[config.mk]
export PLATFORM = sky130hd
export DESIGN_NAME = equidistant_prime_pair_search
export DESIGN_NICKNAME = d
export VERILOG_FILES = /design/src/epps_pkg.sv /design/src/epps_rem_unit.sv /design/src/epps_ctrl.sv /design/src/equidistant_prime_pair_search.sv
export SDC_FILE = /design/constraint.sdc
export NUM_CORES = 1
export LEC_CHECK = 0
export BUFFER_PORTS_ARGS = -buffer_cell sky130_fd_sc_hd__buf_2
export CAP_MARGIN = 20
export CELL_PAD_IN_SITES_DETAIL_PLACEMENT = 0
export CELL_PAD_IN_SITES_GLOBAL_PLACEMENT = 1
export CORE_ASPECT_RATIO = 0.8
export CORE_MARGIN = 2
export CORE_UTILIZATION = 51
export CTS_BUF_LIST = sky130_fd_sc_hd__clkbuf_4 sky130_fd_sc_hd__clkbuf_8
export CTS_CLUSTER_SIZE = 24
export DETAILED_ROUTE_END_ITERATION = 6
export GPL_TIMING_DRIVEN = 0
export PLACE_DENSITY_LB_ADDON = 0.2
export SLEW_MARGIN = 30
export SYNTH_ARGS = -nofsm -noshare
export SYNTH_HDL_FRONTEND = slang
export SYNTH_SLANG_ARGS = --single-unit
[constraint.sdc]
create_clock -name clk -period 4.89 [get_ports clk]
set_input_delay 0 -clock clk [delete_from_list [all_inputs] [get_ports clk]]
set_output_delay 0 -clock clk [all_outputs]
set_load 0.02 [all_outputs]
[src/epps_pkg.sv]
// Shared widths, types and sequencer states of the equidistant prime pair search.
package epps_pkg;

	localparam int VALUE_WIDTH = 16;
	localparam int CAND_W      = VALUE_WIDTH + 1;
	localparam int K_W         = (CAND_W + 1) / 2 + 1;
	localparam int SQ_W        = 2 * K_W;
	localparam int CNT_W       = $clog2(CAND_W + 1);
	localparam int IN_TDATA_W  = ((VALUE_WIDTH + 7) / 8) * 8;
	localparam int OUT_BITS    = 1 + VALUE_WIDTH + CAND_W;
	localparam int OUT_TDATA_W = ((OUT_BITS + 7) / 8) * 8;

	typedef enum logic [2:0] {
		ST_IDLE,
		ST_SETUP,
		ST_TEST,
		ST_WAIT,
		ST_NEXT,
		ST_DONE
	} state_t;

	typedef struct packed {
		logic              start;
		logic [CAND_W-1:0] dividend;
		logic [K_W-1:0]    divisor;
	} rem_req_t;

	typedef struct packed {
		logic done;
		logic zero;
	} rem_rsp_t;

	typedef struct packed {
		logic                   found;
		logic [VALUE_WIDTH-1:0] lower_prime;
		logic [CAND_W-1:0]      upper_prime;
	} result_t;

endpackage

[src/epps_rem_unit.sv]
// Iterative restoring remainder unit: one dividend bit per cycle.
module epps_rem_unit
	import epps_pkg::*;
(
	input  logic     clk,
	input  logic     arst_n,
	input  rem_req_t req,
	output rem_rsp_t rsp
);

	logic              busy_q;
	logic              done_q;
	logic [CNT_W-1:0]  cnt_q;
	logic [CAND_W-1:0] dvd_q;
	logic [K_W-1:0]    div_q;
	logic [K_W:0]      rem_q;
	logic [K_W:0]      trial;
	logic [K_W:0]      rem_next;

	// Shift in the next dividend bit; the remainder stays below the divisor.
	assign trial    = {rem_q[K_W-1:0], dvd_q[CAND_W-1]};
	assign rem_next = (trial >= {1'b0, div_q}) ? (trial - {1'b0, div_q}) : trial;

	always_ff @(posedge clk or negedge arst_n) begin
		if (!arst_n) begin
			busy_q <= 1'b0;
			done_q <= 1'b0;
			cnt_q  <= '0;
		end else begin
			done_q <= busy_q && (cnt_q == CNT_W'(1));
			if (req.start) begin
				busy_q <= 1'b1;
				cnt_q  <= CNT_W'(CAND_W);
			end else if (busy_q) begin
				cnt_q <= cnt_q - CNT_W'(1);
				if (cnt_q == CNT_W'(1)) begin
					busy_q <= 1'b0;
				end
			end
		end
	end

	always_ff @(posedge clk) begin
		if (req.start) begin
			dvd_q <= req.dividend;
			div_q <= req.divisor;
			rem_q <= '0;
		end else if (busy_q) begin
			dvd_q <= {dvd_q[CAND_W-2:0], 1'b0};
			rem_q <= rem_next;
		end
	end

	assign rsp.done = done_q;
	assign rsp.zero = (rem_q == '0);

endmodule

[src/epps_ctrl.sv]
// Sequencer over offsets, candidates and trial divisors of the pair search.
module epps_ctrl
	import epps_pkg::*;
(
	input  logic                   clk,
	input  logic                   arst_n,
	input  logic                   start,
	input  logic [VALUE_WIDTH-1:0] middle_value,
	output logic                   idle,
	output logic                   res_valid,
	input  logic                   res_take,
	output result_t                res,
	output rem_req_t               rem_req,
	input  rem_rsp_t               rem_rsp
);

	state_t                 state_q;
	state_t                 state_d;
	logic [VALUE_WIDTH-1:0] r_q;
	logic [VALUE_WIDTH-1:0] d_q;
	logic [CAND_W-1:0]      n_q;
	logic [K_W-1:0]         k_q;
	logic [SQ_W-1:0]        sq_q;
	logic                   upper_phase_q;
	result_t                res_q;
	logic [CAND_W-1:0]      sum;
	logic [CAND_W-1:0]      diff;
	logic                   sq_over;

	assign sum     = {1'b0, r_q} + {1'b0, d_q};
	assign diff    = {1'b0, r_q - d_q};
	assign sq_over = sq_q > SQ_W'(n_q);

	always_ff @(posedge clk or negedge arst_n) begin
		if (!arst_n) begin
			state_q <= ST_IDLE;
		end else begin
			state_q <= state_d;
		end
	end

	always_comb begin
		state_d          = state_q;
		idle             = 1'b0;
		res_valid        = 1'b0;
		rem_req.start    = 1'b0;
		rem_req.dividend = n_q;
		rem_req.divisor  = k_q;
		unique case (state_q)
			ST_IDLE: begin
				idle = 1'b1;
				if (start) begin
					state_d = (middle_value < VALUE_WIDTH'(4)) ? ST_DONE : ST_SETUP;
				end
			end
			ST_SETUP: begin
				state_d = ST_TEST;
			end
			ST_TEST: begin
				if (sq_over) begin
					state_d = upper_phase_q ? ST_SETUP : ST_DONE;
				end else begin
					rem_req.start = 1'b1;
					state_d       = ST_WAIT;
				end
			end
			ST_WAIT: begin
				if (rem_rsp.done) begin
					state_d = rem_rsp.zero ? ST_NEXT : ST_TEST;
				end
			end
			ST_NEXT: begin
				state_d = (d_q == r_q - VALUE_WIDTH'(2)) ? ST_DONE : ST_SETUP;
			end
			ST_DONE: begin
				res_valid = 1'b1;
				if (res_take) begin
					state_d = ST_IDLE;
				end
			end
			default: begin
				state_d = ST_IDLE;
			end
		endcase
	end

	always_ff @(posedge clk) begin
		unique case (state_q)
			ST_IDLE: begin
				r_q           <= middle_value;
				d_q           <= VALUE_WIDTH'(1);
				upper_phase_q <= 1'b1;
				res_q         <= '0;
			end
			ST_SETUP: begin
				n_q  <= upper_phase_q ? sum : diff;
				k_q  <= K_W'(2);
				sq_q <= SQ_W'(4);
			end
			ST_TEST: begin
				if (sq_over) begin
					if (upper_phase_q) begin
						upper_phase_q <= 1'b0;
					end else begin
						res_q.found       <= 1'b1;
						res_q.lower_prime <= r_q - d_q;
						res_q.upper_prime <= sum;
					end
				end
			end
			ST_WAIT: begin
				// Advance the divisor and its square: (k+1)^2 = k^2 + 2k + 1.
				if (rem_rsp.done && !rem_rsp.zero) begin
					k_q  <= k_q + K_W'(1);
					sq_q <= sq_q + SQ_W'({k_q, 1'b1});
				end
			end
			ST_NEXT: begin
				d_q           <= d_q + VALUE_WIDTH'(1);
				upper_phase_q <= 1'b1;
			end
			ST_DONE: begin
			end
			default: begin
			end
		endcase
	end

	assign res = res_q;

endmodule

[src/equidistant_prime_pair_search.sv]
// Top level of the equidistant prime pair search with stream ports and output register.
//
// Usage: present a middle value r on the slave stream (s_tvalid, s_tready, s_tdata).
// For each accepted item exactly one result item leaves on the master stream
// (m_tvalid, m_tready, m_tdata): the smallest offset d >= 1 with r-d and r+d both
// prime, found by trial division; found = 0 with zero primes when no pair exists,
// including r below 4.
// Each candidate (r+d, then r-d) starts with a setup step; each trial divisor k tried
// (k from 2 while k*k <= candidate) then takes one full pass of the single bit-serial
// remainder unit. For r below 4 the sequencer goes straight from idle to done with
// found = 0, and frees the input once that result moves into the output register.
// Throughput: one item at a time; s_tready is high only while the sequencer idles.
// A finished result moves into the output register, so the next item is accepted
// while that result still waits for the receiver.
// Stall: if m_tready stays low the output register holds its item, a second result
// holds in the sequencer, and no further item is accepted until room frees up.
// Reset: arst_n clears the sequencer, the remainder unit control and output valid.
module equidistant_prime_pair_search
	import epps_pkg::*;
(
	input  logic                   clk,
	input  logic                   arst_n,
	input  logic                   s_tvalid,
	output logic                   s_tready,
	input  logic [IN_TDATA_W-1:0]  s_tdata,   // middle_value
	output logic                   m_tvalid,
	input  logic                   m_tready,
	output logic [OUT_TDATA_W-1:0] m_tdata    // found, lower_prime, upper_prime
);

	rem_req_t rem_req;
	rem_rsp_t rem_rsp;
	result_t  res;
	result_t  out_q;
	logic     out_valid_q;
	logic     idle;
	logic     res_valid;
	logic     res_take;

	epps_rem_unit u_rem (
		.clk    (clk),
		.arst_n (arst_n),
		.req    (rem_req),
		.rsp    (rem_rsp)
	);

	epps_ctrl u_ctrl (
		.clk          (clk),
		.arst_n       (arst_n),
		.start        (s_tvalid && s_tready),
		.middle_value (s_tdata[VALUE_WIDTH-1:0]),
		.idle         (idle),
		.res_valid    (res_valid),
		.res_take     (res_take),
		.res          (res),
		.rem_req      (rem_req),
		.rem_rsp      (rem_rsp)
	);

	assign s_tready = idle;

	// Load the output register whenever it is empty or being drained.
	assign res_take = res_valid && (!out_valid_q || m_tready);

	always_ff @(posedge clk or negedge arst_n) begin
		if (!arst_n) begin
			out_valid_q <= 1'b0;
		end else if (res_take) begin
			out_valid_q <= 1'b1;
		end else if (m_tready) begin
			out_valid_q <= 1'b0;
		end
	end

	always_ff @(posedge clk) begin
		if (res_take) begin
			out_q <= res;
		end
	end

	assign m_tvalid = out_valid_q;
	assign m_tdata  = OUT_TDATA_W'({out_q.upper_prime, out_q.lower_prime, out_q.found});

endmodule

==> impl_metrics.ini <==
[drt]
first_pass_iters = 7
vias = 8153
vias_per_cell = 5.67
finalWirelength_mm = 26.3
first_iter_violations = 889
drc = 0
wl_per_cell_um = 18.3
ant_nets = 0

[yosys]
synth_cell_types = 71
avgSynthCellArea_um2 = 10.8
syn_area_um2 = 11200
synth-warning-count = 0
synthArstFlopShare_pct = 5.64
synth.ff_latch_count = 195
synth_top_area_share_pct = 46.2
yosys.cell_count.top_type = edfxtp_1
yosys.area.top_type = edfxtp_1
netlist_instances = 1041
seq_area_frac_synth_pct = 50.6
synth_edf_count = 173
ys_top_cells_by_area = edfxtp_1 (46%), ha_1 (8.1%), xnor2_1 (4.8%)
synth_ff_type = edfxtp_1
synth_common_cells = edfxtp_1 (173), nor2_1 (116), inv_1 (77), ha_1 (73), xnor2_1 (61)

[clocking]
clock_latency_ns = 0.48
clkSinkCount = 195
htree_num_levels = 4
cts_buffer_depth = 2
tritoncts = built
cts_root_buf = clkbuf_8
numCtsBuffers = 17
cts_resized = 0
clk_pin_slew_ns = 0.11

[timing]
hold_viol = 0
setup_violations = 0
fin_crit_ns = 3.45
slew_headroom_pct = 37.0
max_freq_mhz = 290
rsz0062_at_grt = false
worst_pin_slew_ns = 0.937
tns_ns = 0
holdWs_ns = 0.237
timing.final.crit_share_pct = 70.5
final_max_slew_viol_count = 0
finClkSkew_ns = 0.0233

[grt]
grt-ovfl-total = 0
first_global_vias = 7472
track_usage_pct = 23.4
grt_max_degree = 31
antenna_found_initial = 0
grt_pass1_wl_mm = 41.3

[setup_path]
cp_common_cell = nand2_1
worst-path-buf-inv = 1
cpPeakStageDelay_ns = 0.58
startpoint_type = flip-flop
cp.required_ns = 4.99
path_delay_family = compound AO/OA/AOI/OAI gates
r2r-start = u_ctrl.sq_q[11]
crit_chain = ha_1, a211oi_1, o21ai_0, a21oi_1, o221ai_1, o22ai_1, nand2_1, buf_2, nand2_1
startpoint = u_ctrl.sq_q[11]
crit_slowest_cell = nand2_1
worstSetupEndpointType = flip-flop
arrival_ns = 3.54
crit_fanout = 17
crit_type = flip-flop to flip-flop

[floorplan]
die_area_um2 = 23300
fp-row-count = 48
die_y_um = 137
io_pins = 62
fp.dieW_um = 170
initial_core_util_pct = 52.0
core-area_um2 = 21600

[hold_path]
hp-class = primary input to flip-flop
hold_start = s_tdata[0]

[power_and_ir_drop]
p_per_area_nw_per_um2 = 717
total_power_w = 0.00905
p_leak_nw = 4.89
vdd_ir_drop_max_mv = 0.279

[job]
cap_violations = 0

[placed_design]
dpl_cell_area_um2 = 12000
dpl.cell_count = 1385
numPortBuffers = 55
gp_congestion = 0.885
dp.final_hpwl_mm = 20.0

[cells_and_area]
area_delta_synth_final_pct = 12.1
fill_cells = 1869
drive_gt1_share_pct = 12.9
finalNonFillerCells = 1437
design_area_um2 = 12600
nets = 1246
diodes = 0

[status]
status = complete, no violations
## cell type report
| cell class | count | area (um^2) | share of cell area, % |
|---|---|---|---|
| buffer | 38 | 176 | 1.40 |
| clock buffer | 18 | 241 | 1.91 |
| clock inverter | 14 | 169 | 1.34 |
| inverter | 79 | 297 | 2.35 |
| multi-input combinational | 734 | 5130 | 40.7 |
| sequential | 195 | 5690 | 45.1 |
| tap | 275 | 344 | 2.73 |
| timing repair buffer | 84 | 567 | 4.49 |
## state kept, by name, summed over array words and instances (netlist names), 3 cells and up
register,cells
m_tdata,33
u_ctrl.sq_q,20
u_rem.div_q,10
u_rem.dvd_q,17
u_ctrl.res,33
u_rem.rem_q,11
u_ctrl.d_q,16
u_ctrl.n_q,17
u_ctrl.r_q,16
u_ctrl.state_q,3
u_rem.cnt_q,5
u_ctrl.k_q,10
## cell families (layout without fill, tap and decap cells)
logic type               after synthesis  after routing  share of synthesized area [%]
AO/OA/AOI/OAI                        205            205                           12.2
flip-flops                           195            195                           50.6
AND/OR/NAND/NOR                      334            334                           14.9
multiplexers                          30             30                           2.87
adder cells (fa/ha/maj)               77             77                           8.83
other                                  1              6                         0.0333
buffers and inverters                117            233                           4.19
XOR/XNOR                              82             82                           6.39
## layer usage
metal | GRT usage [%] | vias up | part of all wire [%]
li1 | - | 3993 | -
met1 | 37.8 | 3882 | 53
met2 | 32.0 | 264 | 40
met3 | 4.77 | 14 | 6.6
met4 | 4.65 | 0 | 0.73
met5 | 0 | - | 0
## power by group
group | internal, W | switching [W]
Sequential | 0.00283 | 0.000565
Combinational | 0.00178 | 0.00280
Clock | 0.000437 | 0.000641
## path summary, 6_finish.rpt
kind	slack [ns]	end	cells after the start
worst max-delay path	1.44	u_rem.dvd_q[2]	9
worst max register to register	1.44	u_rem.dvd_q[2]	9
worst min register to register	0.43	m_tdata[11]	0
min in group asynchronous	0.64	u_rem.cnt_q[2]	3
worst min-delay path	0.24	u_ctrl.r_q[0]	2
max in group asynchronous	3.76	u_ctrl.state_q[0]	3
## timing repair
item                                   in CTS  in global routing
endpoints found under the hold margin      29                  0
buffers inserted                            0                  0
hold buffers                               20                  0
## through the flow
step                setup slack (ns)  utilization, %
finish                          1.44            58.3
detailed placement              1.28            55.5
floorplan                      0.544               -
global placement              -0.750            55.0
global route                    1.16            58.3
CTS                             1.27            58.3
## cells in the final DEF, fill, tap and decap left out, types with 20 or more instances in the layout
cell type,count
xor2_1,21
edfxtp_1,173
o21ai_0,49
buf_2,60
nor2_1,114
ha_1,73
a21oi_1,49
nor3_1,25
xnor2_1,61
dlygate4sd3_1,20
a211oi_1,21
nand2_1,54
nand4_1,23
inv_1,77
clkbuf_1,21
## worst reg2reg max path, stage by stage (launching register included)
cell	delay [ns]
edfxtp_1	0.51
ha_1	0.35
a211oi_1	0.20
o21ai_0	0.11
a21oi_1	0.17
o221ai_1	0.16
o22ai_1	0.48
nand2_1	0.25
buf_2	0.26
nand2_1	0.58
Note: power is estimated with default switching activity, not from simulation.
